--- src/design/smalu_pkg.sv ---
// ----------------------------------------------------------------------------
// smalu_pkg: shared types for the SM83 ALU pipeline
// Operation codes, flag bundle and the payloads carried between stages.
// ----------------------------------------------------------------------------
package smalu_pkg;

  localparam int unsigned InTdataW  = 48;
  localparam int unsigned OutTdataW = 24;

  typedef enum logic [4:0] {
    OP_ADD   = 5'd0,
    OP_ADC   = 5'd1,
    OP_SUB   = 5'd2,
    OP_SBC   = 5'd3,
    OP_AND   = 5'd4,
    OP_XOR   = 5'd5,
    OP_OR    = 5'd6,
    OP_CP    = 5'd7,
    OP_INC   = 5'd8,
    OP_DEC   = 5'd9,
    OP_ADD16 = 5'd10,
    OP_ADDSP = 5'd11,
    OP_DAA   = 5'd12,
    OP_CPL   = 5'd13,
    OP_CCF   = 5'd14,
    OP_SCF   = 5'd15,
    OP_RLC   = 5'd16,
    OP_RRC   = 5'd17,
    OP_RL    = 5'd18,
    OP_RR    = 5'd19,
    OP_SLA   = 5'd20,
    OP_SRA   = 5'd21,
    OP_SRL   = 5'd22,
    OP_SWAP  = 5'd23,
    OP_BIT   = 5'd24,
    OP_RES   = 5'd25,
    OP_SET   = 5'd26,
    OP_RLCA  = 5'd27,
    OP_RRCA  = 5'd28,
    OP_RLA   = 5'd29,
    OP_RRA   = 5'd30
  } op_t;

  typedef struct packed {
    logic z;
    logic n;
    logic h;
    logic c;
  } flags_t;

  // unpacked input word
  typedef struct packed {
    op_t         op;
    logic [15:0] wa;
    logic [15:0] wb;
    logic [2:0]  idx;
    flags_t      fl;
  } req_t;

  // after decode stage
  typedef struct packed {
    op_t         op;
    logic [15:0] wa;
    logic [15:0] wb;
    logic [2:0]  idx;
    flags_t      fl;
    logic        cin;     // carry into 8-bit add/sub (adc/sbc only)
    logic [15:0] sp_off;  // sign-extended offset for addsp
  } dec_t;

  // after arithmetic stage
  typedef struct packed {
    op_t         op;
    logic [7:0]  a;
    logic [7:0]  b;
    logic [2:0]  idx;
    flags_t      fl;
    logic [15:0] ar_res;
    flags_t      ar_fl;
  } ari_t;

  typedef struct packed {
    logic [15:0] res;
    flags_t      fl;
  } rsp_t;

endpackage

--- src/design/smalu_dec.sv ---
// ----------------------------------------------------------------------------
// smalu_dec: decode stage
// Registers the incoming word, gates the carry-in and extends the SP offset.
// ----------------------------------------------------------------------------
module smalu_dec (
  input  logic             clk,
  input  logic             rst_n,
  input  logic             in_valid,
  output logic             in_ready,
  input  smalu_pkg::req_t  in_data,
  output logic             out_valid,
  input  logic             out_ready,
  output smalu_pkg::dec_t  out_data
);
  import smalu_pkg::*;

  logic valid_r;
  dec_t data_r;
  dec_t data_nxt;

  assign in_ready = !valid_r || out_ready;

  always_comb begin
    data_nxt.op     = in_data.op;
    data_nxt.wa     = in_data.wa;
    data_nxt.wb     = in_data.wb;
    data_nxt.idx    = in_data.idx;
    data_nxt.fl     = in_data.fl;
    data_nxt.cin    = in_data.fl.c && (in_data.op == OP_ADC || in_data.op == OP_SBC);
    data_nxt.sp_off = {{8{in_data.wb[7]}}, in_data.wb[7:0]};
  end

  always_ff @(posedge clk) begin
    if (!rst_n) begin
      valid_r <= 1'b0;
    end else if (in_ready) begin
      valid_r <= in_valid;
    end
  end

  always_ff @(posedge clk) begin
    if (in_valid && in_ready) begin
      data_r <= data_nxt;
    end
  end

  assign out_valid = valid_r;
  assign out_data  = data_r;

endmodule

--- src/design/smalu_ari.sv ---
// ----------------------------------------------------------------------------
// smalu_ari: arithmetic stage
// Adders and subtractors: 8-bit add/sub/cp, inc/dec, add16, addsp and DAA.
// ----------------------------------------------------------------------------
module smalu_ari (
  input  logic             clk,
  input  logic             rst_n,
  input  logic             in_valid,
  output logic             in_ready,
  input  smalu_pkg::dec_t  in_data,
  output logic             out_valid,
  input  logic             out_ready,
  output smalu_pkg::ari_t  out_data
);
  import smalu_pkg::*;

  logic valid_r;
  ari_t data_r;
  ari_t data_nxt;

  assign in_ready = !valid_r || out_ready;

  always_comb begin
    logic [7:0]  a;
    logic [7:0]  b;
    logic [8:0]  sum9;
    logic [4:0]  hsum5;
    logic [8:0]  dif9;
    logic [4:0]  hdif5;
    logic [7:0]  inc8;
    logic [7:0]  dec8;
    logic [16:0] sum17;
    logic [12:0] sum13;
    logic [15:0] sp16;
    logic [4:0]  sph5;
    logic [8:0]  spc9;
    logic        daa_hi;
    logic        daa_lo;
    logic [7:0]  daa_adj;
    logic [7:0]  daa8;
    a       = in_data.wa[7:0];
    b       = in_data.wb[7:0];
    sum9    = {1'b0, a} + {1'b0, b} + {8'd0, in_data.cin};
    hsum5   = {1'b0, a[3:0]} + {1'b0, b[3:0]} + {4'd0, in_data.cin};
    dif9    = {1'b0, a} - {1'b0, b} - {8'd0, in_data.cin};
    hdif5   = {1'b0, a[3:0]} - {1'b0, b[3:0]} - {4'd0, in_data.cin};
    inc8    = a + 8'd1;
    dec8    = a - 8'd1;
    sum17   = {1'b0, in_data.wa} + {1'b0, in_data.wb};
    sum13   = {1'b0, in_data.wa[11:0]} + {1'b0, in_data.wb[11:0]};
    sp16    = in_data.wa + in_data.sp_off;
    sph5    = {1'b0, in_data.wa[3:0]} + {1'b0, b[3:0]};
    spc9    = {1'b0, in_data.wa[7:0]} + {1'b0, b};
    // DAA: after a subtract only the recorded carries drive the correction
    daa_hi  = in_data.fl.n ? in_data.fl.c : (in_data.fl.c || (a > 8'h99));
    daa_lo  = in_data.fl.n ? in_data.fl.h : (in_data.fl.h || (a[3:0] > 4'd9));
    daa_adj = {1'b0, daa_hi, daa_hi, 1'b0, 1'b0, daa_lo, daa_lo, 1'b0};
    daa8    = in_data.fl.n ? (a - daa_adj) : (a + daa_adj);

    data_nxt.op  = in_data.op;
    data_nxt.a   = a;
    data_nxt.b   = b;
    data_nxt.idx = in_data.idx;
    data_nxt.fl  = in_data.fl;
    data_nxt.ar_res = 16'd0;
    data_nxt.ar_fl  = in_data.fl;

    case (in_data.op)
      OP_ADD, OP_ADC: begin
        data_nxt.ar_res = {8'd0, sum9[7:0]};
        data_nxt.ar_fl  = '{z: (sum9[7:0] == 8'd0), n: 1'b0, h: hsum5[4], c: sum9[8]};
      end
      OP_SUB, OP_SBC, OP_CP: begin
        data_nxt.ar_res = (in_data.op == OP_CP) ? {8'd0, a} : {8'd0, dif9[7:0]};
        data_nxt.ar_fl  = '{z: (dif9[7:0] == 8'd0), n: 1'b1, h: hdif5[4], c: dif9[8]};
      end
      OP_INC: begin
        data_nxt.ar_res = {8'd0, inc8};
        data_nxt.ar_fl  = '{z: (inc8 == 8'd0), n: 1'b0, h: (inc8[3:0] == 4'h0),
                            c: in_data.fl.c};
      end
      OP_DEC: begin
        data_nxt.ar_res = {8'd0, dec8};
        data_nxt.ar_fl  = '{z: (dec8 == 8'd0), n: 1'b1, h: (dec8[3:0] == 4'hF),
                            c: in_data.fl.c};
      end
      OP_ADD16: begin
        data_nxt.ar_res = sum17[15:0];
        data_nxt.ar_fl  = '{z: in_data.fl.z, n: 1'b0, h: sum13[12], c: sum17[16]};
      end
      OP_ADDSP: begin
        data_nxt.ar_res = sp16;
        data_nxt.ar_fl  = '{z: 1'b0, n: 1'b0, h: sph5[4], c: spc9[8]};
      end
      OP_DAA: begin
        data_nxt.ar_res = {8'd0, daa8};
        data_nxt.ar_fl  = '{z: (daa8 == 8'd0), n: in_data.fl.n, h: 1'b0, c: daa_hi};
      end
      default: begin
        data_nxt.ar_res = 16'd0;
        data_nxt.ar_fl  = in_data.fl;
      end
    endcase
  end

  always_ff @(posedge clk) begin
    if (!rst_n) begin
      valid_r <= 1'b0;
    end else if (in_ready) begin
      valid_r <= in_valid;
    end
  end

  always_ff @(posedge clk) begin
    if (in_valid && in_ready) begin
      data_r <= data_nxt;
    end
  end

  assign out_valid = valid_r;
  assign out_data  = data_r;

endmodule

--- src/design/smalu_wb.sv ---
// ----------------------------------------------------------------------------
// smalu_wb: logic/shift stage and result register
// Logic ops, rotates, shifts, bit ops and final result/flag selection.
// ----------------------------------------------------------------------------
module smalu_wb (
  input  logic             clk,
  input  logic             rst_n,
  input  logic             in_valid,
  output logic             in_ready,
  input  smalu_pkg::ari_t  in_data,
  output logic             out_valid,
  input  logic             out_ready,
  output smalu_pkg::rsp_t  out_data
);
  import smalu_pkg::*;

  logic valid_r;
  rsp_t data_r;
  rsp_t data_nxt;

  assign in_ready = !valid_r || out_ready;

  always_comb begin
    logic [7:0] a;
    logic [7:0] b;
    logic [7:0] r8;
    logic [7:0] mask;
    logic       sh_out;
    flags_t     fi;
    a    = in_data.a;
    b    = in_data.b;
    fi   = in_data.fl;
    mask = 8'd1 << in_data.idx;
    r8   = 8'd0;
    sh_out = 1'b0;
    data_nxt.res = 16'd0;
    data_nxt.fl  = fi;

    case (in_data.op)
      OP_ADD, OP_ADC, OP_SUB, OP_SBC, OP_CP, OP_INC, OP_DEC,
      OP_ADD16, OP_ADDSP, OP_DAA: begin
        data_nxt.res = in_data.ar_res;
        data_nxt.fl  = in_data.ar_fl;
      end
      OP_AND, OP_XOR, OP_OR, OP_SWAP: begin
        case (in_data.op)
          OP_AND:  r8 = a & b;
          OP_XOR:  r8 = a ^ b;
          OP_OR:   r8 = a | b;
          default: r8 = {a[3:0], a[7:4]};
        endcase
        data_nxt.res = {8'd0, r8};
        data_nxt.fl  = '{z: (r8 == 8'd0), n: 1'b0, h: (in_data.op == OP_AND), c: 1'b0};
      end
      OP_CPL: begin
        data_nxt.res = {8'd0, ~a};
        data_nxt.fl  = '{z: fi.z, n: 1'b1, h: 1'b1, c: fi.c};
      end
      OP_CCF, OP_SCF: begin
        data_nxt.res = {8'd0, a};
        data_nxt.fl  = '{z: fi.z, n: 1'b0, h: 1'b0, c: (in_data.op == OP_SCF) || !fi.c};
      end
      OP_RLC, OP_RRC, OP_RL, OP_RR, OP_SLA, OP_SRA, OP_SRL,
      OP_RLCA, OP_RRCA, OP_RLA, OP_RRA: begin
        case (in_data.op)
          OP_RLC, OP_RLCA: begin r8 = {a[6:0], a[7]}; sh_out = a[7]; end
          OP_RRC, OP_RRCA: begin r8 = {a[0], a[7:1]}; sh_out = a[0]; end
          OP_RL, OP_RLA:   begin r8 = {a[6:0], fi.c}; sh_out = a[7]; end
          OP_RR, OP_RRA:   begin r8 = {fi.c, a[7:1]}; sh_out = a[0]; end
          OP_SLA:          begin r8 = {a[6:0], 1'b0}; sh_out = a[7]; end
          OP_SRA:          begin r8 = {a[7], a[7:1]}; sh_out = a[0]; end
          default:         begin r8 = {1'b0, a[7:1]}; sh_out = a[0]; end
        endcase
        data_nxt.res = {8'd0, r8};
        // accumulator forms always clear Z
        data_nxt.fl  = '{z: (r8 == 8'd0) && !(in_data.op inside {[OP_RLCA:OP_RRA]}),
                         n: 1'b0, h: 1'b0, c: sh_out};
      end
      OP_BIT: begin
        data_nxt.res = {8'd0, a};
        data_nxt.fl  = '{z: ((a & mask) == 8'd0), n: 1'b0, h: 1'b1, c: fi.c};
      end
      OP_RES: begin
        data_nxt.res = {8'd0, a & ~mask};
      end
      OP_SET: begin
        data_nxt.res = {8'd0, a | mask};
      end
      default: begin
        data_nxt.res = 16'd0;
        data_nxt.fl  = fi;
      end
    endcase
  end

  always_ff @(posedge clk) begin
    if (!rst_n) begin
      valid_r <= 1'b0;
    end else if (in_ready) begin
      valid_r <= in_valid;
    end
  end

  always_ff @(posedge clk) begin
    if (in_valid && in_ready) begin
      data_r <= data_nxt;
    end
  end

  assign out_valid = valid_r;
  assign out_data  = data_r;

endmodule

--- src/design/sm83_alu_with_flags.sv ---
// An accepted word passes the decode, arithmetic and logic/select registers.
// Throughput: one word per cycle; each of the three stages holds one word
//   and advances whenever the stage after it is empty or draining.
// Reset: rst_n (synchronous, active low) clears all stage valid bits;
//   data registers are not reset.
// ----------------------------------------------------------------------------
// sm83_alu_with_flags: pipelined SM83 ALU with Z/N/H/C flags
// Decode, arithmetic and logic/select stages, with a registered output.
// ----------------------------------------------------------------------------
module sm83_alu_with_flags (
  input  logic                              clk,
  input  logic                              rst_n,
  input  logic                              in_tvalid,
  output logic                              in_tready,
  // req_type[4:0], operand_a[20:5], operand_b[36:21], bit_index[39:37],
  // zero_in[40], subtract_in[41], half_in[42], carry_in[43], zero pad
  input  logic [smalu_pkg::InTdataW-1:0]    in_tdata,
  output logic                              out_tvalid,
  input  logic                              out_tready,
  // result[15:0], zero_out[16], subtract_out[17], half_out[18],
  // carry_out[19], zero pad
  output logic [smalu_pkg::OutTdataW-1:0]   out_tdata
);
  import smalu_pkg::*;

  req_t req;
  dec_t dec_data;
  ari_t ari_data;
  rsp_t rsp_data;
  logic dec_valid, dec_ready;
  logic ari_valid, ari_ready;

  assign req.op   = op_t'(in_tdata[4:0]);
  assign req.wa   = in_tdata[20:5];
  assign req.wb   = in_tdata[36:21];
  assign req.idx  = in_tdata[39:37];
  assign req.fl.z = in_tdata[40];
  assign req.fl.n = in_tdata[41];
  assign req.fl.h = in_tdata[42];
  assign req.fl.c = in_tdata[43];

  smalu_dec u_dec (
    .clk       (clk),
    .rst_n     (rst_n),
    .in_valid  (in_tvalid),
    .in_ready  (in_tready),
    .in_data   (req),
    .out_valid (dec_valid),
    .out_ready (dec_ready),
    .out_data  (dec_data)
  );

  smalu_ari u_ari (
    .clk       (clk),
    .rst_n     (rst_n),
    .in_valid  (dec_valid),
    .in_ready  (dec_ready),
    .in_data   (dec_data),
    .out_valid (ari_valid),
    .out_ready (ari_ready),
    .out_data  (ari_data)
  );

  smalu_wb u_wb (
    .clk       (clk),
    .rst_n     (rst_n),
    .in_valid  (ari_valid),
    .in_ready  (ari_ready),
    .in_data   (ari_data),
    .out_valid (out_tvalid),
    .out_ready (out_tready),
    .out_data  (rsp_data)
  );

  assign out_tdata = {4'd0, rsp_data.fl.c, rsp_data.fl.h, rsp_data.fl.n, rsp_data.fl.z,
                      rsp_data.res};

endmodule

--- config.mk ---
export PLATFORM = sky130hd
export DESIGN_NAME = sm83_alu_with_flags
export DESIGN_NICKNAME = d
export VERILOG_FILES = /design/src/design/smalu_pkg.sv /design/src/design/smalu_dec.sv /design/src/design/smalu_ari.sv /design/src/design/smalu_wb.sv /design/src/design/sm83_alu_with_flags.sv
export SDC_FILE = /design/constraint.sdc
export NUM_CORES = 1
export LEC_CHECK = 0
export BUFFER_PORTS_ARGS = -buffer_cell sky130_fd_sc_hd__buf_2
export CAP_MARGIN = 20
export CORE_UTILIZATION = 25
export DETAILED_ROUTE_END_ITERATION = 6
export HOLD_SLACK_MARGIN = 0.1
export SYNTH_ARGS = -nofsm -noshare
export SYNTH_HDL_FRONTEND = slang
export SYNTH_SLANG_ARGS = --single-unit
--- constraint.sdc ---
create_clock -name clk -period 7.76 [get_ports clk]
set_input_delay 1.552 -clock clk [delete_from_list [all_inputs] [get_ports clk]]
set_output_delay 1.552 -clock clk [all_outputs]
set_load 0.03 [all_outputs]
# Yosys cells after proc, flatten, opt, wreduce, memory -nomap -nowiden

Index checks and enable logic that the tools add are counted.

Add/sub/neg operators: 15
Magnitude comparators: 4
Equality and inequality tests: 42
Shift-type cells: 1
Muxes and demuxes: 12
Bitwise gates (word level): 8
Reductions and logical operators: 41

Operators by type and width:

| kind                 | count |
|---|---|
| $pmux W20 S7         | 1 |
| $pmux W16 S7         | 1 |
| $eq A5 B5 Y1 const B | 15 |
| $eq A5 B4 Y1 const B | 13 |
| $logic_not A8 Y1     | 8 |
| $pmux W8 S6          | 1 |
| $mux W8              | 4 |
| $eq A5 B2 Y1 const B | 5 |
| $eq A5 B3 Y1 const B | 5 |
| $and A8 B8 Y8        | 3 |
| $pmux W4 S6          | 1 |
| $pmux W8 S3          | 1 |
| $add A16 B16 Y17     | 1 |
| $add A16 B16 Y16     | 1 |
| $not A8 Y8           | 2 |
| $or A8 B8 Y8         | 2 |
| $eq A5 B1 Y1 const B | 3 |
| $add A12 B12 Y13     | 1 |
| $reduce_or A2 Y1     | 6 |
| $reduce_or A11 Y1    | 1 |
| $logic_not A5 Y1     | 2 |
| $reduce_or A10 Y1    | 1 |
| $add A8 B8 Y9        | 1 |
| $add A9 B1 Y9        | 1 |
| other kinds (25)     | 43 |

Bits in registers: 124
Logic and storage cells: 154

# Depth between registers and ports, before layout

Gate-level depths: netlist of run 1.

Depth in word-level cells: 7
Mapped depth: 20
Gate-level depth less buffers: 19

# Hierarchy

Synthesis of run 1 repeated with hierarchy kept, for this count alone.

Cell total of the unflattened synthesis: 905
Area total of the unflattened synthesis: 8732.1 µm²

By module, submodules not included:

| module              | instances | cells an instance | area an instance (µm²) | sequential area each (µm²) |
|---|---|---|---|---|
| smalu_ari           | 1         | 540               | 4893.4                 | 1461.4 |
| smalu_wb            | 1         | 292               | 2262.2                 | 620.6 |
| smalu_dec           | 1         | 68                | 1542.7                 | 1371.3 |
| sm83_alu_with_flags | 1         | 5                 | 33.8                   | 0.0 |

# Worst setup path before layout of run 1

Ideal clock, no wire load.

Kind: input -> register
From: in out_tready
To: reg u_ari.data_r (netlist bit u_ari.out_data[0]) (enable)
Setup time: 527 ps
Arrival: 5163 ps
Required time: 7233 ps
Path slack: 2070 ps
Stages: 2
Buffers on the path: 0
Cells stage by stage: nor2b_1 > a21boi_0

Word-level cells in the longest chain between the ends: 3

RTL lines:

| element              | line                      | RTL |
|---|---|---|
| start, declared      | sm83_alu_with_flags.sv:19 | `input logic out_tready,` |
| $logic_or A1 B1 Y1   | smalu_wb.sv:21            | `assign in_ready = !valid_r \|\| out_ready;` |
| $logic_or A1 B1 Y1   | smalu_ari.sv:21           | `assign in_ready = !valid_r \|\| out_ready;` |
| $logic_and A1 B1 Y1  | smalu_ari.sv:115          | `if (in_valid && in_ready) begin` |
| end signal, assigned | smalu_ari.sv:116          | `data_r <= data_nxt;` |
| end, declared        | smalu_ari.sv:18           | `ari_t data_r;` |

Every way passes these cells.
A chain may end at the register's enable or synchronous reset.

==> results of run 1 <==
[power by group]
part / total, mW / switching [mW] / internal [mW]
registers: 0.795 / 0.0551 / 0.740
clock network: 0.746 / 0.305 / 0.441
logic: 0.482 / 0.289 / 0.193
[per-stage QoR]
step	hold WS, ns	area (sq um)
floorplan	0.400	8430
global placement	0.409	9200
detailed placement	0.418	9200
CTS	0.428	9760
global route	0.453	9760
finish	0.426	9760
[cell families (layout without fill, tap and decap cells)]
group	after synthesis	count (layout)	share of synthesized area
AO/OA/AOI/OAI	234	234	0.183
other	1	4	0.000446
flip-flops	116	116	0.410
XOR/XNOR	49	49	0.0510
adder cells (fa/ha/maj)	72	72	0.111
multiplexers	20	20	0.0244
buffers and inverters	104	163	0.0502
AND/OR/NAND/NOR	289	289	0.170
[layout by cell type (no fill, tap or decap), drive strengths merged, types with 5 or more instances in the layout]
cell type  synthesis  routed
clkbuf            31      17
buf               19      77
clkinv             1       7
o21a               5       5
nor3              26      26
xor2              10      10
nand2b             8       8
nand3             31      31
and3               7       7
nand2             80      80
inv               53      56
a22o               6       6
edfxtp           113     113
o21ai             57      57
ha                68      68
nand4             10      10
a22oi              8       8
o211ai             9       9
a221oi            13      13
o22ai             14      14
a21oi             60      60
clkinvlp           0       5
a31oi             16      16
nor2              67      67
o221ai             7       7
xnor2             39      39
mux2i             16      16
nor2b             12      12
a221o              5       5
and2              16      16
nand3b             5       5
nor4               8       8
[flip-flops by register name, summed over array words and instances, names as in the netlist]
signal	count
u_ari.out_data	48
u_ari.out_valid	1
u_dec.out_valid	1
u_wb.out_data	20
u_wb.out_valid	1
u_dec.out_data	45
[per-layer routing]
| layer | GRT usage | up-vias |
|---|---|---|
| met2 | 0.218 | 230 |
| met3 | 0.0260 | 33 |
| met5 | 0 | - |
| met1 | 0.187 | 3287 |
| li1 | - | 3380 |
| met4 | 0.0529 | 0 |
[area by class of cell]
class                   count  area share
well taps                 442      0.0567
flip-flops and latches    116       0.354
clock inverters            15      0.0137
repair buffers             77      0.0415
multi-input cells         668       0.470
inverters                  54      0.0208
clock buffers              17      0.0436
[path summary, 6_finish.rpt]
kind | startpoint | to | slack, ns | cells past startpoint
worst max register to register | u_dec.out_data[41] | u_ari.out_data[11] | 3.35 | 18
worst min register to register | u_dec.out_data[22] | u_ari.out_data[25] | 0.43 | 0
worst min-delay path | u_dec.out_data[22] | u_ari.out_data[25] | 0.43 | 0
worst max-delay path | u_dec.out_data[41] | u_ari.out_data[11] | 3.35 | 18
==> impl_metrics.yaml, run 1 <==
synth:
  yosysWarnings: 0
  async_flop_share: 0
  yosysTopAreaCellShare: 0.403
  synth_cell_types: 78
  synth_ff_type: "edfxtp_1"
  yosysMostFrequentCell: "edfxtp_1"
  synth_top_cells_by_area: "edfxtp_1, ha_1, xnor2_1"
  synth_top_cell_by_area: "edfxtp_1"
  yosysSeqAreaShare: 0.410
  ys_ff_latch: 116
  synth-edff-count: 113
  syn_inst: 885
  netlist_top_cells_count: "edfxtp_1, nand2_1, ha_1"
  avgSynthCellArea_sq_um: 9.51
  syn_area_sq_um: 8420
place:
  place_inst: 1357
  dpl_worst_slack_ns: 3.47
  gp_congestion: 0.948
  hpwlAfterDp_um: 17200
  port_buffers: 69
final_layout:
  area_delta_synth_final_pct: 15.9
  layout-drive-gt1-share: 0.138
  n_fill_cell: 3516
  stdcell_count: 1389
  multi_input_area_sq_um: 4580
  final_util: 0.297
  nNetsFinal: 1058
  num_antenna_cells: 0
  seq_area_sq_um: 3450
critical_path:
  crit_buf_inv: 1
  required_ns: 7.91
  max_stage_delay_ns: 0.61
  start_kind: "flip-flop"
  crit_fanout: 12
  critPathTopFamily: "compound AO/OA/AOI/OAI gates"
  critical_path_class: "flip-flop to flip-flop"
  cp-end-kind: "flip-flop"
  cp_common_cell: "o21ai_0"
  arrival_ns: 4.56
  cpMaxStageDelayCell: "edfxtp_1"
  crit_chain: "inv_1 > ha_1 > nor2_1 > o21ai_0 > o21ai_0 > a31oi_1 > ha_1 > nand2_1 > o21ai_0 > ha_1 > a21oi_1 > o21ai_0 > a21oi_1 > xnor2_1 > a22o_1 > a31oi_1 > o21ai_0 > a211o_1"
sta:
  finalHoldViolations: 0
  fin_crit_sh: 0.569
  fin_crit_ns: 4.41
  tns_ns: 0
  clock.fmax_mhz: 227
  tightestPinTransition_ns: 1.09
  slew_violations: 0
  rsz0062_at_grt: "no"
  layout_setup_ws_ns: 3.35
  setup_viol: 0
  max-slew-margin-rel: 0.270
  fin_worst_skew_ns: 0.0137
global_routing:
  grt_pass1_vias: 6708
  grtUsageTotal: 0.138
  grt_max_degree: 49
  grt_pass1_wl_um: 36500
  grt_overflow: 0
  antenna_found_initial: 0
floorplanning:
  coreArea_sq_um: 32900
  ios: 78
  dieArea_sq_um: 34400
  start_util: 0.256
  dieHeight_um: 185
  dieWidth_um: 185
  rows: 66
routing:
  wl_met1_um: 10700
  wirelength_um: 22900
  wl_met3_um: 1350
  route.met2.wl_um: 10300
  ant_nets: 0
  vias: 6930
  drtPass1Iterations: 5
  drc: 0
  vias_per_cell: 4.99
  routedWlPerCell_um: 16.5
  drtIter0Drc: 592
  routed.top_layer: "met4"
cts:
  clock_latency_ns: 0.41
  cts_resized: 0
  h-tree-depth: 4
  path_clk_slew_ns: 0.06
  cts_root_buffer: "clkbuf_16"
  cts.sinks: 116
  cts_buffer_depth: 2
  cts_setup_buffers: 0
  cts_made_buffers: 17
  cts_tree: "yes"
  cts_hold_buf: 0
power:
  finalPower_mw: 2.02
  power_density_nw_per_um2: 207
  irDropWorstVdd_v: 0.000133
  p_leak_nw: 3.64
status:
  status: "completed"
run:
  maxCapViolations: 0
worst_hold_path:
  hp-class: "flip-flop to flip-flop"
No activity file was read; power rests on OpenSTA's default activity.
==> run 2: changes to the inputs <==
clock period = 4.05 ns   (was 7.76 ns; I/O delays follow)
==> run 2 against run 1 <==
Highest routed layer unchanged. Largest cell class unchanged. Register-to-register slack got worse by 3.0 ns. Largest power group is now clock. Clock-buffer cell count unchanged. Sequential share of layout area shrank 0.55 points. Critical path depth decreased by 4. Die area unchanged.
==> impl_metrics.yaml, run 2 (same netlist as run 1, synthesis figures left out) <==
cts:
  cts_tree: "yes"
  cts_hold_buf: 0
  cts_buffer_depth: 2
  cts.sinks: 116
  cts_setup_buffers: 0
  cts_made_buffers: 17
  clock_latency_ns: 0.42
  cts_root_buffer: "clkbuf_16"
  h-tree-depth: 4
  path_clk_slew_ns: 0.07
critical_path:
  start_kind: "flip-flop"
  required_ns: 4.18
  path_depth: 14
  cpMaxStageDelayCell: "fa_1"
  crit_buf_inv: 2
  critical_path_class: "flip-flop to flip-flop"
  reg2reg_depth: 14
  crit_fanout: 11
  r2r_start: "u_dec.out_data[40]"
  max_stage_delay_ns: 0.58
  crit_chain: "buf_4 > fa_1 > inv_1 > ha_1 > nor2_1 > fa_1 > nand2_1 > a21oi_2 > o21ai_0 > a31oi_1 > xnor2_1 > o22ai_1 > a2111oi_0 > o211ai_1"
  critPathTopFamily: "compound AO/OA/AOI/OAI gates"
  arrival_ns: 3.84
  cp-end-kind: "flip-flop"
  cp_common_cell: "fa_1"
  crit_start: "u_dec.out_data[40]"
  reg2reg_setup_slack_ns: 0.34
power:
  power_density_nw_per_um2: 402
  p_leak_nw: 3.74
  irDropWorstVdd_v: 0.000232
final_layout:
  largest_reg_flops: 48
  area_delta_synth_final_pct: 17.8
  layout_commonest_cell: "edfxtp_1"
  final_util: 0.302
  layout-drive-gt1-share: 0.151
  final_cell_mix: "edfxtp_1, nand2_1, buf_2, ha_1, nor2_1"
  nNetsFinal: 1075
  num_antenna_cells: 0
worst_hold_path:
  hold_start: "u_dec.out_data[23]"
  hp-class: "flip-flop to flip-flop"
  whs_path_depth: 0
routing:
  drc: 0
  routedWlPerCell_um: 16.8
  ant_nets: 0
  wirelength_um: 23600
  vias_per_cell: 5.00
  drtPass1Iterations: 5
  vias: 7033
  drtIter0Drc: 685
floorplanning:
  start_util: 0.256
  coreArea_sq_um: 32900
  dieArea_sq_um: 34400
  dieHeight_um: 185
  dieWidth_um: 185
  rows: 66
  ios: 78
sta:
  fin_crit_sh: 0.916
  fin_crit_ns: 3.71
  max-slew-margin-rel: 0.436
  setup_viol: 0
  tns_ns: 0
  slew_violations: 0
  finalHoldViolations: 0
  clock.fmax_mhz: 270
  tightestPinTransition_ns: 0.846
  rsz0062_at_grt: "no"
  fin_worst_skew_ns: 0.0132
place:
  port_buffers: 69
  hpwlAfterDp_um: 17800
  gp_congestion: 0.933
global_routing:
  grt_pass1_wl_um: 37000
  grtUsageTotal: 0.141
  grt_pass1_vias: 6691
  grt_overflow: 0
  grt_max_degree: 49
  antenna_found_initial: 0
status:
  status: "completed"
run:
  maxCapViolations: 0
[run 2: final timing paths]
| kind | endpoint |
|---|---|
| worst max-delay path | u_ari.out_data[0] |
| worst min-delay path | u_ari.out_data[26] |
| worst max register to register | u_ari.out_data[0] |
| worst min register to register | u_ari.out_data[26] |
[run 2: power breakdown]
| part | internal [mW] | total (mW) | switching, mW |
|---|---|---|---|
| Sequential | 1.42 | 1.50 | 0.0824 |
| Clock | 0.958 | 1.52 | 0.558 |
| Combinational | 0.389 | 0.970 | 0.580 |
| Total | 2.76 | 3.98 | 1.22 |
[run 2: metrics by stage]
stage	std cells	worst slack (ns)	power, mW	area (sq um)	hold WS (ns)
after CTS	1406	0.296	4.01	9910	0.415
final	1406	0.340	3.98	9910	0.417
after global placement	1374	0.353	2.47	9320	0.407
after floorplan	888	0.304	2.21	8430	0.400
after detailed placement	1374	0.335	2.48	9320	0.406
after global routing	1406	0.0751	4.18	9910	0.437
[run 2: routing by layer]
layer / part of all wire / global-route usage
met3: 0.069 / 0.0288
met2: 0.45 / 0.220
met5: 0 / 0
met1: 0.45 / 0.189
met4: 0.031 / 0.0588
[run 2: area by class of cell]
type,count,area (sq um)
repair buffers,94,533
fillers,3490,23000
flip-flops and latches,116,3450
inverters,54,203
clock buffers,17,425
clock inverters,15,165
multi-input cells,668,4580
well taps,442,553
[run 2: timing repair]
item,4_1_cts,5_1_grt
endpoints found under the setup margin,0,1
gates resized for setup,0,1
hold endpoints to repair,0,0
==> run 3: changes to the inputs <==
CORE_ASPECT_RATIO = 1.25   (was default)
PLACE_DENSITY = 0.44   (was default)
==> run 3 against run 2 <==
The run now ends with design-rule violations left. Utilization increased by 0.10 points. Die area hardly changed. Clock skew barely moved. Worst hold slack gained 0.0028 ns. Via count shrank 0.92%. Global-route usage grew 1.0 points. Non-clock buffer count grew 2. Critical path type unchanged.
==> impl_metrics.yaml, run 3 (same netlist as run 1, synthesis figures left out) <==
final_layout:
  area_delta_synth_final_pct: 18.2
  largest_reg_flops: 48
  layout_commonest_cell: "edfxtp_1"
  num_antenna_cells: 0
  nNetsFinal: 1077
  final_cell_mix: "edfxtp_1, nand2_1, buf_2, ha_1, nor2_1"
  n_fill_cell: 3376
  layout-drive-gt1-share: 0.154
sta:
  fin_worst_skew_ns: 0.0132
  slew_violations: 0
  finalHoldViolations: 0
  fin_crit_sh: 0.931
  clock.fmax_mhz: 265
  tightestPinTransition_ns: 0.896
  setup_viol: 0
  fin_crit_ns: 3.77
  rsz0062_at_grt: "no"
  max-slew-margin-rel: 0.403
  tns_ns: 0
  whs_ns: 0.420
worst_hold_path:
  whs_endpoint: "u_ari.out_data[25]"
  hold_start: "u_dec.out_data[22]"
  whs_path_depth: 0
  hp-class: "flip-flop to flip-flop"
power:
  p_leak_nw: 3.77
  irDropWorstVdd_v: 0.000245
  power_density_nw_per_um2: 417
cts:
  path_clk_slew_ns: 0.06
  cts_buffer_depth: 2
  cts_made_buffers: 17
  cts_tree: "yes"
  cts.sinks: 116
  clock_latency_ns: 0.43
  cts_hold_buf: 0
  h-tree-depth: 4
  cts_root_buffer: "clkbuf_16"
critical_path:
  r2r_start: "u_dec.out_data[40]"
  crit_chain: "buf_4 > buf_4 > fa_1 > inv_1 > ha_1 > nor2_1 > fa_1 > nand2_1 > a21oi_2 > xor2_1 > nand2_1 > or4_1 > or4_1 > a41oi_2"
  reg2reg_setup_slack_ns: 0.28
  required_ns: 4.32
  arrival_ns: 4.04
  start_kind: "flip-flop"
  max_stage_delay_ns: 0.57
  critical_path_class: "flip-flop to flip-flop"
  r2r-end: "u_ari.out_data[3]"
  reg2reg_depth: 14
  cpMaxStageDelayCell: "fa_1"
  cp-end-kind: "flip-flop"
  crit_fanout: 7
global_routing:
  grt_max_degree: 49
  antenna_found_initial: 0
  grtUsageTotal: 0.151
  grt_overflow: 0
  grt_pass1_wl_um: 40000
  grt_pass1_vias: 6887
floorplanning:
  ios: 78
  coreArea_sq_um: 32900
  dieHeight_um: 207
  dieWidth_um: 166
  dieArea_sq_um: 34400
  start_util: 0.256
  rows: 74
routing:
  wirelength_um: 25400
  routedWlPerCell_um: 18.4
  drtIter0Drc: 508
  ant_nets: 0
  drc: 6
  drtPass1Iterations: 7
  wl_met3_um: 960
  vias_per_cell: 5.03
  wl_met1_um: 10900
  route.met2.wl_um: 12700
  vias: 6968
  routed.top_layer: "met4"
status:
  violations: "design-rule violations"
  status: "complete, but fails checks"
place:
  hpwlAfterDp_um: 19400
  gp_congestion: 0.879
  port_buffers: 69
run:
  maxCapViolations: 0
-- run 3: worst max-delay path by stage --
stage	from	end	slack [ns]	depth (start not counted)
after detailed placement	u_dec.out_data[40]	u_ari.out_data[11]	0.28	18
after global routing	u_dec.out_data[41]	u_ari.out_data[11]	0.02	18
after global placement	u_dec.out_data[40]	u_ari.out_data[11]	0.32	18
after floorplan	u_dec.out_data[41]	u_ari.out_data[11]	0.30	19
final	u_dec.out_data[40]	u_ari.out_data[3]	0.28	14
after CTS	u_dec.out_data[40]	u_ari.out_data[11]	0.24	18
-- run 3: metrics by stage --
stage / utilization / total power [mW] / cells / cell area (sq um) / worst slack (ns)
floorplan: - / 2.21 / 888 / 8430 / 0.304
global placement: 0.283 / 2.50 / 1350 / 9290 / 0.319
detailed placement: 0.283 / 2.50 / 1350 / 9290 / 0.276
CTS: 0.302 / 4.20 / 1382 / 9930 / 0.245
global route: 0.303 / 4.36 / 1384 / 9950 / 0.0174
finish: 0.303 / 4.15 / 1384 / 9950 / 0.279
-- run 3: area by class of cell --
type	instances	area, sq um	area share
clock buffers	18	429	0.0431
clock inverters	14	210	0.0211
inverters	54	203	0.0204
multi-input cells	668	4580	0.461
flip-flops and latches	116	3450	0.347
well taps	418	523	0.0526
repair buffers	96	548	0.0551
-- run 3: what timing repair did --
| item | 4_1_cts | 5_1_grt |
|---|---|---|
| setup buffers | 0 | 2 |
| resized for setup | 0 | 2 |
| endpoints found under the setup margin | 0 | 2 |
-- run 3: layer usage --
metal  vias up  GRT usage
met5         -          0
met4         0     0.0693
met3        50     0.0254
met2       168      0.265
met1      3338      0.180
li1       3412          -
-- run 3: critical path, delay by kind of cell, from the launching register on --
family / cells / cell delay (ns)
compound gates: 2 / 0.41
flops: 1 / 0.44
buf+inv: 3 / 0.38
fa+ha+maj: 3 / 1.04
xor+xnor: 1 / 0.24
simple gates: 5 / 1.10
-- run 3: report_power, final --
group	internal (mW)	switching, mW	total, mW
Sequential	1.42	0.0879	1.50
Clock	1.09	0.581	1.67
Combinational	0.390	0.588	0.978
